[config.mk]
export PLATFORM = sky130hd
export DESIGN_NAME = response_stream_deframer_flat
export DESIGN_NICKNAME = d
export VERILOG_FILES = /design/src/hw/rtl/rsd_pkg.sv /design/src/hw/rtl/rsd_if.sv /design/src/hw/rtl/rsd_front.sv /design/src/hw/rtl/rsd_evq.sv /design/src/hw/rtl/rsd_back.sv /design/src/hw/rtl/response_stream_deframer.sv /design/src/flat_wrapper.sv
export VERILOG_INCLUDE_DIRS = /design/src /design/src/hw/rtl
export SDC_FILE = /design/constraint.sdc
export NUM_CORES = 1
export LEC_CHECK = 0
export BUFFER_PORTS_ARGS = -buffer_cell sky130_fd_sc_hd__clkbuf_2
export CAP_MARGIN = 20
export CORE_ASPECT_RATIO = 1.2
export CORE_UTILIZATION = 58
export CTS_CLUSTER_SIZE = 25
export DETAILED_ROUTE_END_ITERATION = 12
export GPL_TIMING_DRIVEN = 0
export PLACE_DENSITY = 0.74
export RECOVER_POWER = 50
export REMOVE_ABC_BUFFERS = 1
export SYNTH_ARGS = -nofsm -noshare
export SYNTH_HDL_FRONTEND = slang
export SYNTH_SLANG_ARGS = --single-unit
[constraint.sdc]
create_clock -name clock -period 10.6 [get_ports clock]
set_input_delay 2.12 -clock clock [delete_from_list [all_inputs] [get_ports clock]]
set_output_delay 2.12 -clock clock [all_outputs]
set_load 0.02 [all_outputs]
[src/hw/rtl/response_stream_deframer_defines.svh]
// Assertion macros used by the deframer back end.
`ifndef RESPONSE_STREAM_DEFRAMER_DEFINES_SVH
`define RESPONSE_STREAM_DEFRAMER_DEFINES_SVH

// The consequent must hold in the same cycle as the antecedent.
`define RSD_ASSERT_NOW(label, clk, rst, ante, cons) \
   label: assert property (@(posedge clk) disable iff (rst) (ante) |-> (cons)) \
      else $error("deframer check failed in the same cycle");

// The consequent must hold in the cycle after the antecedent.
`define RSD_ASSERT_NEXT(label, clk, rst, ante, cons) \
   label: assert property (@(posedge clk) disable iff (rst) (ante) |=> (cons)) \
      else $error("deframer check failed one cycle later");

`endif

[src/hw/rtl/rsd_pkg.sv]
// Types, constants and helper functions of the response stream deframer.
`default_nettype none
package rsd_pkg;

   // Field widths fixed by the frame format.
   localparam int BYTE_W     = 8;
   localparam int IDX_W      = 6;
   localparam int CFG_W      = 6;
   localparam int CODE_W     = 4;
   localparam int CSR_IDX_W  = 1;
   localparam int RUN_CAP    = 64;
   localparam int FRAME_BYTES_DEF = 64;

   // Frame bytes and limits.
   localparam logic [BYTE_W-1:0] BYTE_START  = 8'h00;
   localparam logic [BYTE_W-1:0] BYTE_SECOND = 8'h02;
   localparam logic [BYTE_W-1:0] BYTE_THIRD  = 8'h80;
   localparam logic [BYTE_W-1:0] BYTE_INST   = 8'h01;
   localparam logic [BYTE_W-1:0] BYTE_TERM   = 8'h00;
   localparam logic [BYTE_W-1:0] LEN_FLOOR   = 8'h03;
   localparam logic [BYTE_W-1:0] FRAME_EXTRA = 8'h06;
   localparam logic [CFG_W-1:0]  MIN_LEN_RST = 6'h03;
   localparam logic [CFG_W-1:0]  MAX_LEN_RST = 6'h21;

   // Configuration register indexes.
   typedef enum logic [CSR_IDX_W-1:0] {
      CSR_MIN_LENGTH = 1'b0,
      CSR_MAX_LENGTH = 1'b1
   } rsd_csr_idx_type;

   // Event codes.
   typedef enum logic [2:0] {
      ERR_NONE       = 3'd0,
      ERR_STX        = 3'd1,
      ERR_SERVICE    = 3'd2,
      ERR_LENGTH     = 3'd3,
      ERR_INSTANCE   = 3'd4,
      ERR_TERMINATOR = 3'd5,
      ERR_CHECKSUM   = 3'd6
   } rsd_err_type;

   // Parser states, one-hot.
   typedef enum logic [9:0] {
      ST_WAIT     = 10'b00_0000_0001,
      ST_EXP_02   = 10'b00_0000_0010,
      ST_EXP_80   = 10'b00_0000_0100,
      ST_LENGTH   = 10'b00_0000_1000,
      ST_CLASS    = 10'b00_0001_0000,
      ST_EXP_01   = 10'b00_0010_0000,
      ST_ATTR     = 10'b00_0100_0000,
      ST_PAYLOAD  = 10'b00_1000_0000,
      ST_EXP_TERM = 10'b01_0000_0000,
      ST_CHECKSUM = 10'b10_0000_0000
   } rsd_state_type;

   // Store write from the parser.
   typedef struct packed {
      logic              en;
      logic              bank;
      logic [IDX_W-1:0]  idx;
      logic [BYTE_W-1:0] data;
   } rsd_wr_type;

   // One event waiting to be dumped.
   typedef struct packed {
      logic              bank;
      logic [IDX_W-1:0]  count;
      logic              kind;
      rsd_err_type       code;
      logic [BYTE_W-1:0] extra;
      logic [CODE_W-1:0] state;
      logic [BYTE_W-1:0] len;
      logic              len_seen;
      logic              cs_known;
      logic [BYTE_W-1:0] cs_exp;
   } rsd_desc_type;

   // Number of store entries one frame can use.
   function automatic int run_limit(input int frame_bytes);
      return (frame_bytes < RUN_CAP) ? frame_bytes : RUN_CAP;
   endfunction

   // Numeric code of a parser state as reported with an event.
   function automatic logic [CODE_W-1:0] state_code(input rsd_state_type st);
      logic [CODE_W-1:0] c;
      case (st)
         ST_WAIT:     c = 4'd0;
         ST_EXP_02:   c = 4'd1;
         ST_EXP_80:   c = 4'd2;
         ST_LENGTH:   c = 4'd3;
         ST_CLASS:    c = 4'd4;
         ST_EXP_01:   c = 4'd5;
         ST_ATTR:     c = 4'd6;
         ST_PAYLOAD:  c = 4'd7;
         ST_EXP_TERM: c = 4'd8;
         ST_CHECKSUM: c = 4'd9;
         default:     c = 4'd0;
      endcase
      return c;
   endfunction

endpackage
`default_nettype wire

[src/hw/rtl/rsd_if.sv]
// Channel interfaces of the deframer: input bytes, results and register writes.
`default_nettype none
interface rsd_req_if;
   logic                        valid;
   logic                        ready;
   logic [rsd_pkg::BYTE_W-1:0]  rx_byte;
   modport source (output valid, output rx_byte, input ready);
   modport sink (input valid, input rx_byte, output ready);
endinterface

interface rsd_rsp_if;
   logic                        valid;
   logic                        ready;
   logic                        event_kind;
   logic [2:0]                  error_code;
   logic [rsd_pkg::BYTE_W-1:0]  data_byte;
   logic [rsd_pkg::IDX_W-1:0]   byte_index;
   logic                        last;
   logic [rsd_pkg::CODE_W-1:0]  state_at_event;
   logic [rsd_pkg::BYTE_W-1:0]  frame_length;
   logic                        length_known;
   logic [rsd_pkg::BYTE_W-1:0]  checksum_expected;
   logic                        checksum_known;
   logic [rsd_pkg::BYTE_W-1:0]  checksum_received;
   modport source (output valid, output event_kind, output error_code, output data_byte,
                   output byte_index, output last, output state_at_event,
                   output frame_length, output length_known, output checksum_expected,
                   output checksum_known, output checksum_received, input ready);
   modport sink (input valid, input event_kind, input error_code, input data_byte,
                 input byte_index, input last, input state_at_event,
                 input frame_length, input length_known, input checksum_expected,
                 input checksum_known, input checksum_received, output ready);
endinterface

interface rsd_csr_if;
   logic                          valid;
   logic                          ready;
   logic [rsd_pkg::CSR_IDX_W-1:0] reg_index;
   logic [rsd_pkg::CFG_W-1:0]     wr_data;
   modport source (output valid, output reg_index, output wr_data, input ready);
   modport sink (input valid, input reg_index, input wr_data, output ready);
endinterface
`default_nettype wire

[src/hw/rtl/rsd_front.sv]
// Front end: accepts bytes, runs the frame parser, fills the store, queues events.
`default_nettype none
module rsd_front #(
   parameter int FRAME_BYTES = rsd_pkg::FRAME_BYTES_DEF
) (
   input  wire logic                  clock,
   input  wire logic                  reset,
   rsd_req_if.sink                    req,
   rsd_csr_if.sink                    csr,
   input  wire logic                  q_full,
   output logic                       push,
   output rsd_pkg::rsd_desc_type      desc,
   output rsd_pkg::rsd_wr_type        wr
);
   import rsd_pkg::*;

   localparam int RunLimit = run_limit(FRAME_BYTES);

   rsd_state_type     state_ff, state_in;
   logic [IDX_W-1:0]  count_ff, count_in;
   logic [BYTE_W-1:0] sum_ff, sum_in;
   logic [BYTE_W-1:0] len_ff, len_in;
   logic              seen_ff, seen_in;
   logic [IDX_W-1:0]  pexp_ff, pexp_in;
   logic [IDX_W-1:0]  prcv_ff, prcv_in;
   logic              bank_ff, bank_in;
   logic [CFG_W-1:0]  min_ff, min_in;
   logic [CFG_W-1:0]  max_ff, max_in;

   logic              accept;
   logic [BYTE_W-1:0] b;
   logic              keep;
   logic              err;
   logic              good;
   rsd_err_type       code;
   logic              len_bad;
   logic [IDX_W-1:0]  prcv_inc;

   assign req.ready = !q_full;
   assign accept    = req.valid && req.ready;
   assign b         = req.rx_byte;
   assign csr.ready = 1'b1;
   assign prcv_inc  = prcv_ff + 1'b1;

   // Length byte checks against the fixed floor, the registers and the store size.
   assign len_bad = (b < LEN_FLOOR) || (b < {2'b00, min_ff}) || (b > {2'b00, max_ff}) ||
                    (({1'b0, b} + {1'b0, FRAME_EXTRA}) > 9'(RunLimit));

   // Parser decision for the accepted word.
   always_comb begin
      keep  = 1'b0;
      err   = 1'b0;
      good  = 1'b0;
      code  = ERR_NONE;
      state_in = state_ff;
      len_in   = len_ff;
      seen_in  = seen_ff;
      pexp_in  = pexp_ff;
      prcv_in  = prcv_ff;
      if (accept) begin
         case (state_ff)
            ST_WAIT: begin
               if (b == BYTE_START) begin
                  keep     = 1'b1;
                  state_in = ST_EXP_02;
               end
            end
            ST_EXP_02: begin
               if (b != BYTE_SECOND) begin
                  err  = 1'b1;
                  code = ERR_STX;
               end else begin
                  keep     = 1'b1;
                  state_in = ST_EXP_80;
               end
            end
            ST_EXP_80: begin
               if (b != BYTE_THIRD) begin
                  err  = 1'b1;
                  code = ERR_SERVICE;
               end else begin
                  keep     = 1'b1;
                  state_in = ST_LENGTH;
               end
            end
            ST_LENGTH: begin
               if (len_bad) begin
                  err  = 1'b1;
                  code = ERR_LENGTH;
               end else begin
                  keep     = 1'b1;
                  len_in   = b;
                  seen_in  = 1'b1;
                  pexp_in  = IDX_W'(b - LEN_FLOOR);
                  prcv_in  = '0;
                  state_in = ST_CLASS;
               end
            end
            ST_CLASS: begin
               keep     = 1'b1;
               state_in = ST_EXP_01;
            end
            ST_EXP_01: begin
               if (b != BYTE_INST) begin
                  err  = 1'b1;
                  code = ERR_INSTANCE;
               end else begin
                  keep     = 1'b1;
                  state_in = ST_ATTR;
               end
            end
            ST_ATTR: begin
               keep     = 1'b1;
               state_in = (pexp_ff == '0) ? ST_EXP_TERM : ST_PAYLOAD;
            end
            ST_PAYLOAD: begin
               keep    = 1'b1;
               prcv_in = prcv_inc;
               if (prcv_inc >= pexp_ff) begin
                  state_in = ST_EXP_TERM;
               end
            end
            ST_EXP_TERM: begin
               if (b != BYTE_TERM) begin
                  err  = 1'b1;
                  code = ERR_TERMINATOR;
               end else begin
                  keep     = 1'b1;
                  state_in = ST_CHECKSUM;
               end
            end
            ST_CHECKSUM: begin
               if (b != sum_ff) begin
                  err  = 1'b1;
                  code = ERR_CHECKSUM;
               end else begin
                  good = 1'b1;
               end
            end
            default: begin
               state_in = (b == BYTE_START) ? ST_EXP_02 : ST_WAIT;
               keep     = (b == BYTE_START);
            end
         endcase
      end
   end

   // Store writes, running sum and event hand-off to the queue.
   always_comb begin
      count_in = count_ff;
      sum_in   = sum_ff;
      bank_in  = bank_ff;
      push     = err || good;
      wr.en    = keep;
      wr.bank  = bank_ff;
      wr.idx   = count_ff;
      wr.data  = b;
      desc.bank     = bank_ff;
      desc.count    = count_ff;
      desc.kind     = err;
      desc.code     = code;
      desc.extra    = b;
      desc.state    = state_code(state_ff);
      desc.len      = len_ff;
      desc.len_seen = seen_ff;
      desc.cs_known = good || (code == ERR_CHECKSUM);
      desc.cs_exp   = sum_ff;
      if (keep) begin
         count_in = count_ff + 1'b1;
         sum_in   = sum_ff + b;
      end
      if (err || good) begin
         // The event owns this bank now; the next frame goes to the other one.
         bank_in  = !bank_ff;
         count_in = '0;
         sum_in   = '0;
         // A zero offending byte opens the next frame. Entry zero of every frame is
         // the start byte, which the back end supplies itself, so the other bank,
         // possibly still being dumped, is left untouched.
         if (err && (b == BYTE_START)) begin
            count_in = IDX_W'(1);
         end
      end
   end

   // Configuration register writes.
   always_comb begin
      min_in = min_ff;
      max_in = max_ff;
      if (csr.valid && csr.ready) begin
         case (rsd_csr_idx_type'(csr.reg_index))
            CSR_MIN_LENGTH: min_in = csr.wr_data;
            CSR_MAX_LENGTH: max_in = csr.wr_data;
            default: begin
               min_in = min_ff;
               max_in = max_ff;
            end
         endcase
      end
   end

   // Parser registers; an event clears the frame and may restart on a start byte.
   always_ff @(posedge clock) begin
      if (reset) begin
         state_ff <= ST_WAIT;
         count_ff <= '0;
         sum_ff   <= '0;
         len_ff   <= '0;
         seen_ff  <= 1'b0;
         pexp_ff  <= '0;
         prcv_ff  <= '0;
         bank_ff  <= 1'b0;
         min_ff   <= MIN_LEN_RST;
         max_ff   <= MAX_LEN_RST;
      end else begin
         count_ff <= count_in;
         sum_ff   <= sum_in;
         bank_ff  <= bank_in;
         min_ff   <= min_in;
         max_ff   <= max_in;
         if (err || good) begin
            state_ff <= (err && (b == BYTE_START)) ? ST_EXP_02 : ST_WAIT;
            len_ff   <= '0;
            seen_ff  <= 1'b0;
            pexp_ff  <= '0;
            prcv_ff  <= '0;
         end else begin
            state_ff <= state_in;
            len_ff   <= len_in;
            seen_ff  <= seen_in;
            pexp_ff  <= pexp_in;
            prcv_ff  <= prcv_in;
         end
      end
   end

endmodule
`default_nettype wire

[src/hw/rtl/rsd_evq.sv]
// Two-entry event queue between the parser and the dump engine.
`default_nettype none
module rsd_evq (
   input  wire logic                  clock,
   input  wire logic                  reset,
   input  wire logic                  push,
   input  rsd_pkg::rsd_desc_type      push_desc,
   input  wire logic                  pop,
   output logic                       full,
   output logic                       head_valid,
   output rsd_pkg::rsd_desc_type      head
);
   import rsd_pkg::*;

   rsd_desc_type entries_ff [2];
   logic         wr_ptr_ff, wr_ptr_in;
   logic         rd_ptr_ff, rd_ptr_in;
   logic [1:0]   cnt_ff, cnt_in;

   assign full       = (cnt_ff == 2'd2);
   assign head_valid = (cnt_ff != 2'd0);
   assign head       = entries_ff[rd_ptr_ff];

   // Pointer and occupancy update.
   always_comb begin
      wr_ptr_in = push ? !wr_ptr_ff : wr_ptr_ff;
      rd_ptr_in = pop ? !rd_ptr_ff : rd_ptr_ff;
      cnt_in    = cnt_ff + {1'b0, push} - {1'b0, pop};
   end

   always_ff @(posedge clock) begin
      if (reset) begin
         wr_ptr_ff <= 1'b0;
         rd_ptr_ff <= 1'b0;
         cnt_ff    <= '0;
      end else begin
         wr_ptr_ff <= wr_ptr_in;
         rd_ptr_ff <= rd_ptr_in;
         cnt_ff    <= cnt_in;
      end
   end

   // Entry storage.
   always_ff @(posedge clock) begin
      if (push) begin
         entries_ff[wr_ptr_ff] <= push_desc;
      end
   end

endmodule
`default_nettype wire

[src/hw/rtl/rsd_back.sv]
// Back end: holds the two-bank frame store and dumps each queued event word by word.
`default_nettype none
`include "response_stream_deframer_defines.svh"
module rsd_back #(
   parameter int FRAME_BYTES = rsd_pkg::FRAME_BYTES_DEF
) (
   input  wire logic                  clock,
   input  wire logic                  reset,
   input  rsd_pkg::rsd_wr_type        wr,
   input  wire logic                  head_valid,
   input  rsd_pkg::rsd_desc_type      head,
   output logic                       pop,
   rsd_rsp_if.source                  rsp
);
   import rsd_pkg::*;

   localparam int RunLimit = run_limit(FRAME_BYTES);
   localparam int Depth    = 2 * RunLimit;
   localparam int AddrW    = $clog2(Depth);

   logic [BYTE_W-1:0] store_mem [Depth];

   logic [IDX_W-1:0]  k_ff, k_in;
   logic              rd_pend_ff;
   logic [IDX_W-1:0]  rd_idx_ff;
   logic [BYTE_W-1:0] rd_data_ff;
   logic              issue;
   logic              fin;
   logic [AddrW-1:0]  waddr;
   logic [AddrW-1:0]  raddr;

   logic              valid_ff, valid_in;
   logic              kind_ff;
   logic [2:0]        code_ff;
   logic [BYTE_W-1:0] data_ff;
   logic [IDX_W-1:0]  index_ff;
   logic              last_ff;
   logic [CODE_W-1:0] state_ff;
   logic [BYTE_W-1:0] flen_ff;
   logic              lknown_ff;
   logic [BYTE_W-1:0] csexp_ff;
   logic              csknown_ff;
   logic [BYTE_W-1:0] csrx_ff;

   // Bank one sits right after bank zero in the store.
   assign waddr = wr.bank ? (AddrW'(wr.idx) + AddrW'(RunLimit)) : AddrW'(wr.idx);
   assign raddr = head.bank ? (AddrW'(k_ff) + AddrW'(RunLimit)) : AddrW'(k_ff);

   // A read is issued only when the output register will be free when its data lands.
   assign issue = head_valid && !rd_pend_ff && (!valid_ff || rsp.ready);
   assign fin   = (rd_idx_ff == head.count);
   assign pop   = rd_pend_ff && fin;
   assign k_in  = issue ? ((k_ff == head.count) ? '0 : k_ff + 1'b1) : k_ff;
   assign valid_in = rd_pend_ff || (valid_ff && !rsp.ready);

   always_ff @(posedge clock) begin
      if (wr.en) begin
         store_mem[waddr] <= wr.data;
      end
   end

   always_ff @(posedge clock) begin
      if (issue) begin
         rd_data_ff <= store_mem[raddr];
         rd_idx_ff  <= k_ff;
      end
   end

   // Dump sequencer control.
   always_ff @(posedge clock) begin
      if (reset) begin
         k_ff       <= '0;
         rd_pend_ff <= 1'b0;
         valid_ff   <= 1'b0;
      end else begin
         k_ff       <= k_in;
         rd_pend_ff <= issue;
         valid_ff   <= valid_in;
      end
   end

   // Output word; summary fields go only on the final word.
   // Every frame opens with the start byte, so word zero never comes from the store.
   always_ff @(posedge clock) begin
      if (rd_pend_ff) begin
         kind_ff    <= head.kind;
         code_ff    <= head.code;
         data_ff    <= fin ? head.extra : ((rd_idx_ff == '0) ? BYTE_START : rd_data_ff);
         index_ff   <= rd_idx_ff;
         last_ff    <= fin;
         state_ff   <= head.state;
         flen_ff    <= (fin && head.len_seen) ? head.len : '0;
         lknown_ff  <= fin && head.len_seen;
         csexp_ff   <= (fin && head.cs_known) ? head.cs_exp : '0;
         csknown_ff <= fin && head.cs_known;
         csrx_ff    <= (fin && head.cs_known) ? head.extra : '0;
      end
   end

   assign rsp.valid             = valid_ff;
   assign rsp.event_kind        = kind_ff;
   assign rsp.error_code        = code_ff;
   assign rsp.data_byte         = data_ff;
   assign rsp.byte_index        = index_ff;
   assign rsp.last              = last_ff;
   assign rsp.state_at_event    = state_ff;
   assign rsp.frame_length      = flen_ff;
   assign rsp.length_known      = lknown_ff;
   assign rsp.checksum_expected = csexp_ff;
   assign rsp.checksum_known    = csknown_ff;
   assign rsp.checksum_received = csrx_ff;

   // A landing read never meets a full output register.
   `RSD_ASSERT_NOW(a_land_free, clock, reset, rd_pend_ff, !valid_ff)
   // An event is retired only while one is queued.
   `RSD_ASSERT_NOW(a_pop_head, clock, reset, pop, head_valid)
   // Retiring an event shows its final word next cycle.
   `RSD_ASSERT_NEXT(a_pop_last, clock, reset, pop, valid_ff && last_ff)

endmodule
`default_nettype wire

[src/hw/rtl/response_stream_deframer.sv]
// Top level of the response stream deframer.
`default_nettype none
// Takes one received byte per word on req_chan and recognizes response frames of the form
// 00 02 80 length class 01 attribute payload 00 checksum. A good frame, or a byte that
// breaks the format, produces an event of count+1 result words on rsp_chan, the final
// word carrying the summary fields. Input bytes are taken one per cycle while the
// two-entry event queue has room; each queued event owns one bank of the two-bank frame
// store, so input stalls only while two events wait to be dumped. Store reads are
// registered ahead of the output register, one in flight at a time. The user must write
// length limits on csr_chan while the block is idle; the block does not enforce this.
module response_stream_deframer #(
   parameter int FRAME_BYTES = rsd_pkg::FRAME_BYTES_DEF
) (
   input  wire logic  clock,
   input  wire logic  reset,
   rsd_req_if.sink    req_chan,
   rsd_rsp_if.source  rsp_chan,
   rsd_csr_if.sink    csr_chan
);
   import rsd_pkg::*;

   logic         q_full;
   logic         push;
   logic         pop;
   logic         head_valid;
   rsd_desc_type push_desc;
   rsd_desc_type head;
   rsd_wr_type   wr;

   rsd_front #(.FRAME_BYTES(FRAME_BYTES)) u_front (
      .clock  (clock),
      .reset  (reset),
      .req    (req_chan),
      .csr    (csr_chan),
      .q_full (q_full),
      .push   (push),
      .desc   (push_desc),
      .wr     (wr)
   );

   rsd_evq u_evq (
      .clock      (clock),
      .reset      (reset),
      .push       (push),
      .push_desc  (push_desc),
      .pop        (pop),
      .full       (q_full),
      .head_valid (head_valid),
      .head       (head)
   );

   rsd_back #(.FRAME_BYTES(FRAME_BYTES)) u_back (
      .clock      (clock),
      .reset      (reset),
      .wr         (wr),
      .head_valid (head_valid),
      .head       (head),
      .pop        (pop),
      .rsp        (rsp_chan)
   );

endmodule
`default_nettype wire

[src/flat_wrapper.sv]
// flat-port wrapper written by rule: the top's interface ports become plain ports
module response_stream_deframer_flat import rsd_pkg::*;
#(
   parameter int FRAME_BYTES = rsd_pkg::FRAME_BYTES_DEF
)
  (clock, reset, req_chan_valid, req_chan_rx_byte, req_chan_ready, rsp_chan_valid, rsp_chan_event_kind, rsp_chan_error_code, rsp_chan_data_byte, rsp_chan_byte_index, rsp_chan_last, rsp_chan_state_at_event, rsp_chan_frame_length, rsp_chan_length_known, rsp_chan_checksum_expected, rsp_chan_checksum_known, rsp_chan_checksum_received, rsp_chan_ready, csr_chan_valid, csr_chan_reg_index, csr_chan_wr_data, csr_chan_ready);
  rsd_req_if req_chan_i ();
  rsd_rsp_if rsp_chan_i ();
  rsd_csr_if csr_chan_i ();
  input  wire logic clock;
  input  wire logic reset;
  input wire logic [$bits(req_chan_i.valid)-1:0] req_chan_valid;
  input wire logic [$bits(req_chan_i.rx_byte)-1:0] req_chan_rx_byte;
  output wire logic [$bits(req_chan_i.ready)-1:0] req_chan_ready;
  output wire logic [$bits(rsp_chan_i.valid)-1:0] rsp_chan_valid;
  output wire logic [$bits(rsp_chan_i.event_kind)-1:0] rsp_chan_event_kind;
  output wire logic [$bits(rsp_chan_i.error_code)-1:0] rsp_chan_error_code;
  output wire logic [$bits(rsp_chan_i.data_byte)-1:0] rsp_chan_data_byte;
  output wire logic [$bits(rsp_chan_i.byte_index)-1:0] rsp_chan_byte_index;
  output wire logic [$bits(rsp_chan_i.last)-1:0] rsp_chan_last;
  output wire logic [$bits(rsp_chan_i.state_at_event)-1:0] rsp_chan_state_at_event;
  output wire logic [$bits(rsp_chan_i.frame_length)-1:0] rsp_chan_frame_length;
  output wire logic [$bits(rsp_chan_i.length_known)-1:0] rsp_chan_length_known;
  output wire logic [$bits(rsp_chan_i.checksum_expected)-1:0] rsp_chan_checksum_expected;
  output wire logic [$bits(rsp_chan_i.checksum_known)-1:0] rsp_chan_checksum_known;
  output wire logic [$bits(rsp_chan_i.checksum_received)-1:0] rsp_chan_checksum_received;
  input wire logic [$bits(rsp_chan_i.ready)-1:0] rsp_chan_ready;
  input wire logic [$bits(csr_chan_i.valid)-1:0] csr_chan_valid;
  input wire logic [$bits(csr_chan_i.reg_index)-1:0] csr_chan_reg_index;
  input wire logic [$bits(csr_chan_i.wr_data)-1:0] csr_chan_wr_data;
  output wire logic [$bits(csr_chan_i.ready)-1:0] csr_chan_ready;
  assign req_chan_i.valid = req_chan_valid;
  assign req_chan_i.rx_byte = req_chan_rx_byte;
  assign req_chan_ready = req_chan_i.ready;
  assign rsp_chan_valid = rsp_chan_i.valid;
  assign rsp_chan_event_kind = rsp_chan_i.event_kind;
  assign rsp_chan_error_code = rsp_chan_i.error_code;
  assign rsp_chan_data_byte = rsp_chan_i.data_byte;
  assign rsp_chan_byte_index = rsp_chan_i.byte_index;
  assign rsp_chan_last = rsp_chan_i.last;
  assign rsp_chan_state_at_event = rsp_chan_i.state_at_event;
  assign rsp_chan_frame_length = rsp_chan_i.frame_length;
  assign rsp_chan_length_known = rsp_chan_i.length_known;
  assign rsp_chan_checksum_expected = rsp_chan_i.checksum_expected;
  assign rsp_chan_checksum_known = rsp_chan_i.checksum_known;
  assign rsp_chan_checksum_received = rsp_chan_i.checksum_received;
  assign rsp_chan_i.ready = rsp_chan_ready;
  assign csr_chan_i.valid = csr_chan_valid;
  assign csr_chan_i.reg_index = csr_chan_reg_index;
  assign csr_chan_i.wr_data = csr_chan_wr_data;
  assign csr_chan_ready = csr_chan_i.ready;
  response_stream_deframer #(.FRAME_BYTES(FRAME_BYTES)) u_core (.clock(clock), .reset(reset), .req_chan(req_chan_i), .rsp_chan(rsp_chan_i), .csr_chan(csr_chan_i));
endmodule
After elaboration in Yosys (flattened, before gate mapping)
Memories as Yosys holds them, arrays and structs flattened. A register that Yosys moved wholly into a read port is not among the register bits.
Index checks and enable logic that the tools add are counted.
{ "word_totals": {"ff_bits": 125, "ram_bits": 1106, "inputBits": 20, "output_inout_bits": 52, "word_cells": 168, "memories": 2} }
{ "classes": {"n_addsub": 10, "order_cmp": 5, "n_eq_ne": 27, "muxes": 57, "bitwise": 2, "n_reduce_logical": 37} }
{ "memory_table": {"columns": ["memory", "words", "width", "read_ports", "rd_ports_with_merged_regs", "write_ports", "line_no", "rtl"], "rows": [
  ["u_core.u_back.store_mem", 128, 8, 1, 1, 1, "rsd_back.sv:21", "logic [BYTE_W-1:0] store_mem [Depth];"],
  ["u_core.u_evq.entries_ff", 2, 41, 1, 1, 1, "rsd_evq.sv:15", "rsd_desc_type entries_ff [2];"]
]} }
{ "ops": {"columns": ["operator", "count"], "rows": [
  ["one-hot mux 10 bit (10 select lines)", 1],
  ["2-to-1 mux 10 bit", 9],
  ["one-hot mux 4 bit (9 select lines)", 1],
  ["2-to-1 mux 1 bit", 25],
  ["2-to-1 mux 6 bit", 4],
  ["inequality test 3 bit, second input constant", 7],
  ["adder 6 x 1 -> 6 bit, second input constant", 3],
  ["one-hot mux 3 bit (6 select lines)", 1],
  ["2-to-1 mux 8 bit", 2],
  ["adder 6 x 7 -> 7 bit, second input constant", 2],
  ["2-to-1 mux 7 bit", 2],
  ["equality test 6 bit", 2],
  ["zero test 6 bit", 2],
  ["2-to-1 mux 3 bit", 4],
  ["one-hot mux 6 bit (2 select lines)", 1],
  ["equality test 10 x 1 -> 1 bit, second input constant", 1],
  ["equality test 10 bit, second input constant", 1],
  ["equality test 10 x 2 -> 1 bit, second input constant", 1],
  ["equality test 10 x 3 -> 1 bit, second input constant", 1],
  ["equality test 10 x 4 -> 1 bit, second input constant", 1],
  ["equality test 10 x 5 -> 1 bit, second input constant", 1],
  ["equality test 10 x 6 -> 1 bit, second input constant", 1],
  ["equality test 10 x 7 -> 1 bit, second input constant", 1],
  ["equality test 10 x 8 -> 1 bit, second input constant", 1],
  ["other kinds (34)", 63]
]} }

Logic depth before layout (Yosys ltp)
{ "depth": {"depth_word": 10, "mapped_depth": 13, "mapped_depth_nobuf": 11} }

By module
From an unflattened synthesis, not the netlist that was laid out.
{ "unflattened": {"hier_cells": 2963, "area_unflattened_um2": 50524.7} }
{ "modules_own_cells": {"columns": ["module", "instances", "cells_per_inst", "area_each_um2", "seq_area_each_um2"], "rows": [
  ["rsd_back", 1, 2312, 43071.3, 32801.5],
  ["rsd_front", 1, 502, 4068.9, 1161.1],
  ["rsd_evq", 1, 149, 3384.5, 2562.5]
]} }

Least setup slack after synthesis
Ideal clock, no wire load.
{ "synth_path": {"path_kind": "input port to flip-flop", "from": "input req_chan_rx_byte[2]", "to": "memory u_core.u_evq.entries_ff[0][0] (netlist name) (enable)", "arrival_time_ns": 5.689, "path_slack_ns": 4.467, "stages": 10, "path_cell_list": "clkbuf_1 > inv_1 > ha_1 > nand3b_1 > nand4_1 > o211ai_1 > o31ai_1 > a31oi_2 > buf_4 > nor2b_1"} }
{ "synth_between": {"elab_chain_cells": 10} }
{ "synth_rtl": {"columns": ["item", "line_no", "rtl"], "rows": [
  ["from (decl)", "flat_wrapper.sv:13", "input wire logic [$bits(req_chan_i.rx_byte)-1:0] req_chan_rx_byte;"],
  ["parallel branches: the longest is 7 deep, another holds adder 8 x 3 -> 9 bit", null, null],
  ["logical OR 1 bit (*)", "rsd_front.sv:153", "push = err || good;"],
  ["2-to-1 mux 1 bit (*)", "rsd_evq.sv:45", "if (push) begin"],
  ["2-to-1 mux 1 bit (implied by the code) (*)", "rsd_evq.sv:46", "entries_ff[wr_ptr_ff] <= push_desc;"],
  ["to (decl)", "rsd_evq.sv:15", null]
]} }
Mark *: on every way between the ends.

Final worst setup path
{ "layout_path": {"from": "input req_chan_rx_byte[3]", "to": "memory u_core.u_back.store_mem[57][6] (enable)"} }
{ "layout_between": {"elab_chain_cells": 9} }
{ "layout_rtl": {"columns": ["item", "line_no", "rtl"], "rows": [
  ["parallel branches: the longest is 5 deep, another holds adder 8 x 3 -> 9 bit", null, null],
  ["one-hot mux 1 bit (8 select lines) (*)", "rsd_front.sv:61", "case (state_ff)"],
  ["2-to-1 mux 1 bit (*)", "rsd_front.sv:60", "if (accept) begin"],
  ["2-to-1 mux 1 bit (*)", "rsd_back.sv:57", "if (wr.en) begin"],
  ["2-to-1 mux 1 bit (implied by the code) (*)", "rsd_back.sv:58", "store_mem[waddr] <= wr.data;"],
  ["to (decl)", "rsd_back.sv:21", null]
]} }
Marks and branches as above.

==> impl_metrics.yaml <==
die:
  die_h_um: 321.3
  rows: 116
  core_area_mm2: 0.08375
  die_area_mm2: 0.08615
  die_w_um: 268.1
  start_util_pct: 58.85
  ioPinCount: 72
min_path:
  min_to: "u_core.u_evq.entries_ff[1][11]"
  hold_class: "flop to flop"
  hold_depth: 0
  min_from: "u_core.u_front.len_ff[1]"
worst_setup_path:
  r2r-start: "u_core.u_back.k_ff[0]"
  timing.rr.end: "u_core.u_back.rd_data_ff[1]"
  crit_arrival_ps: 8430
  r2r_cells: 8
  ff2ff_setup_slack_ps: 4950
  path_cells: "clkbuf_1 > buf_16 > ha_1 > o21ai_0 > a21oi_1 > o31a_1 > or4_1 > a21oi_4 > nand4b_4 > nor2_1"
  worstSetupPathType: "input pin to flop"
  crit_slowest_cell: "clkbuf_1"
  cp_max_fo: 95
  required_ps: 10900
  startpoint_type: "input pin"
  endpoint_kind: "flop"
  slowest_delay_ps: 1740
final_layout:
  drive_gt1_share_pct: 23.98
  nets: 2619
  area_growth_pct: 11.56
  diodes: 0
  fill_cells: 5296
  post-route-cell-area_mm2: 0.05498
sta:
  fin_crit_ps: 8124
  drv_slew: 309
  post-route-period-util_pct: 76.65
  finClkSkew_ps: 27.74
  relSlewSlack_pct: -103.5
  setup_tns_ps: 0
  hold_viol: 0
  max_freq_ghz: 0.1231
  rsz0062_at_grt: "false"
  setup_viol: 0
  worst_slew_pin_slew_ps: 3048
yosys:
  syn_area_mm2: 0.04929
  synthDistinctLibCells: 77
  async_flop_share_pct: 0
  synth_cells: 2467
  seq_area_frac_synth_pct: 74.11
  yosysWarnings: 0
  ys_seq_elements: 1240
  yosys-top-cells-area: "edfxtp_1 71%, mux4_2 15%, dfxtp_1 2.9%, nor2_1 1.6%, mux2i_1 1.5%"
  synth_top_cell_by_area: "edfxtp_1"
  synth_area_per_cell_um2: 19.98
  synth_edf_count: 1169
  yosys.area.top_type_share_pct: 71.22
  ys.flop_type: "edfxtp_1"
pwr:
  p_leak_uw: 0.01704
  power_density_mw_per_mm2: 175.6
  max-vdd-ir-drop_v: 0.0001323
place:
  port_buffers: 70
  dpl_cell_area_mm2: 0.05129
  gp_congestion: 0.8734
  hpwl_mm: 63.67
detailed_routing:
  route.detailed.drc: 0
  vias_per_cell: 6.463
  via_count: 24440
  drt_iter0_drc: 2777
  drt-wirelength-per-cell_um: 28.61
  wl_mm: 108.2
  dr.pass1.iters: 6
  ant_nets: 0
flow_run:
  max_cap_viol_count: 8
clock_tree:
  cts.clk_slew.worst_paths_ps: 70
  cts_setup_buffers: 0
  clock_sinks: 1240
  cts_tree: "done"
  root_buffer: "clkbuf_16"
  cts_resized: 0
  cts_buffers: 113
  clock_path_buffers: 3
  h-tree-depth: 3
  cts_hold_buffers: 0
  clkLatencyLatePin_ps: 690
grt:
  grt_usage_pct: 25.76
  grt_pass1_vias: 24760
  grt_max_degree: 139
  globalRoute.totalOverflow: 0
  grt_pass1_wl_mm: 160.9
  grt_antenna_before_repair: 0
outcome:
  violations: "capacitance limit, slew limit"
  outcome: "finished, violations left"
-- metrics by stage --
step / std cells / util [%] / power (uW) / worst slack, ps / hold slack [ps]
CTS: 3778 / 65.78 / 9692 / 3481 / 451.9
global route: 3781 / 65.66 / 9889 / 2230 / 461.9
finish: 3781 / 65.66 / 9654 / 2476 / 454.6
global placement: 3525 / 60.24 / 5606 / -6935 / 425.8
floorplan: 2334 / - / 5506 / -1756 / 417.5
detailed placement: 3566 / 61.24 / 5611 / 2790 / 439.0
-- worst max-delay path by stage --
| stage | from | endpoint | slack (ps) | cells past startpoint |
|---|---|---|---|---|
| finish | req_chan_rx_byte[3] | u_core.u_back.store_mem[57][6] | 2480 | 10 |
| global route | req_chan_rx_byte[3] | u_core.u_back.store_mem[41][0] | 2230 | 10 |
| CTS | req_chan_rx_byte[0] | u_core.u_back.store_mem[41][4] | 3480 | 10 |
| detailed placement | req_chan_rx_byte[0] | u_core.u_back.store_mem[113][3] | 2790 | 10 |
| global placement | u_core.u_back.k_ff[0] | u_core.u_back.rd_data_ff[2] | -6930 | 5 |
| floorplan | u_core.u_back.k_ff[0] | u_core.u_back.rd_data_ff[6] | -1760 | 5 |
-- cell type report --
| cell class | instances | area [um2] | share of cell area (%) |
|---|---|---|---|
| Inverter | 36 | 135.1 | 0.2458 |
| Sequential cell | 1240 | 36530 | 66.43 |
| Tap cell | 1121 | 1403 | 2.551 |
| Clock inverter | 62 | 684.4 | 1.245 |
| Clock buffer | 150 | 3112 | 5.659 |
| Multi-Input combinational cell | 1058 | 12050 | 21.91 |
| Timing Repair Buffer | 114 | 1079 | 1.962 |
-- kinds of logic after synthesis --
logic type	after synthesis	share of synthesized area, %
flip-flops	1240	74.11
AND/OR/NAND/NOR	424	4.181
multiplexers	405	16.38
buffers and inverters	169	1.472
AO/OA/AOI/OAI	152	2.216
XOR/XNOR	40	0.7108
adder cells (fa/ha/maj)	36	0.9291
other	1	0.007608
-- cell usage after synthesis (all sizes together) (3+ instances only) --
library cell	count
and3	5
nand3b	4
xor2	17
mux2i	74
xnor2	23
dfxtp	71
mux2	11
a22o	8
nor2	218
a211o	6
a31o	8
o21a	3
nand4	11
or3	6
nand2b	9
nand2	53
buf	60
a221oi	9
or2	5
o31a	4
o41ai	3
o21ai	25
nor3b	6
or4	7
inv	36
nand3	30
ha	35
mux4	320
a31oi	4
o211ai	7
or4b	3
a22oi	5
a211oi	7
or3b	3
nor2b	17
and2	4
o31ai	3
nor4	10
nor3	31
a21boi	3
edfxtp	1169
a21o	4
a21oi	39
clkbuf	73
-- placed cells by master, fill, tap and decap left out, types with 17 or more instances in the layout --
master	Yosys	layout
inv_1	36	36
mux4_2	320	320
dfxtp_1	71	71
nand3_1	28	28
a21oi_1	38	38
nor2_1	216	216
clkbuf_1	73	48
edfxtp_1	1169	1169
xnor2_1	23	23
xor2_1	17	17
clkbuf_16	0	117
nand2_1	53	52
ha_1	35	35
nor3_1	31	31
clkbuf_2	0	47
mux2i_1	74	73
clkinv_2	0	23
buf_16	0	17
o21ai_0	25	25
-- per-layer routing --
metal / routed length (um) / GRT usage (%) / part of all wire (%) / vias to the layer above
li1: - / - / - / 10260
met1: 41930 / 35.42 / 39 / 12850
met2: 55440 / 43.19 / 51 / 1142
met3: 7659 / 3.552 / 7.1 / 186
met4: 3155 / 7.886 / 2.9 / 0
met5: 0 / 0 / 0 / -
-- worst max-delay path, delay by kind of cell --
family | cells | cell delay (ps)
simple gates | 3 | 2420
fa+ha+maj | 1 | 350
buf+inv | 2 | 2120
compound gates | 4 | 1220
-- flip-flops by register name (all words and copies together), names as in the netlist, 8 cells and up, named ones only --
signal	count
u_core.u_back.rd_data_ff	8
u_core.u_back.rsp.checksum_expected	8
u_core.u_back.rsp.checksum_received	8
u_core.u_back.rsp.data_byte	8
u_core.u_back.rsp.frame_length	8
u_core.u_back.store_mem	1024
u_core.u_evq.entries_ff	82
u_core.u_front.len_ff	8
u_core.u_front.state_ff	10
u_core.u_front.sum_ff	8
-- power breakdown --
group          internal, uW  leakage (uW)  switching (uW)
Combinational          32.8       0.00407             120
Sequential             5350        0.0111            5.44
Clock                  2400       0.00185            1740
Power figures use the tool's default switching activity.
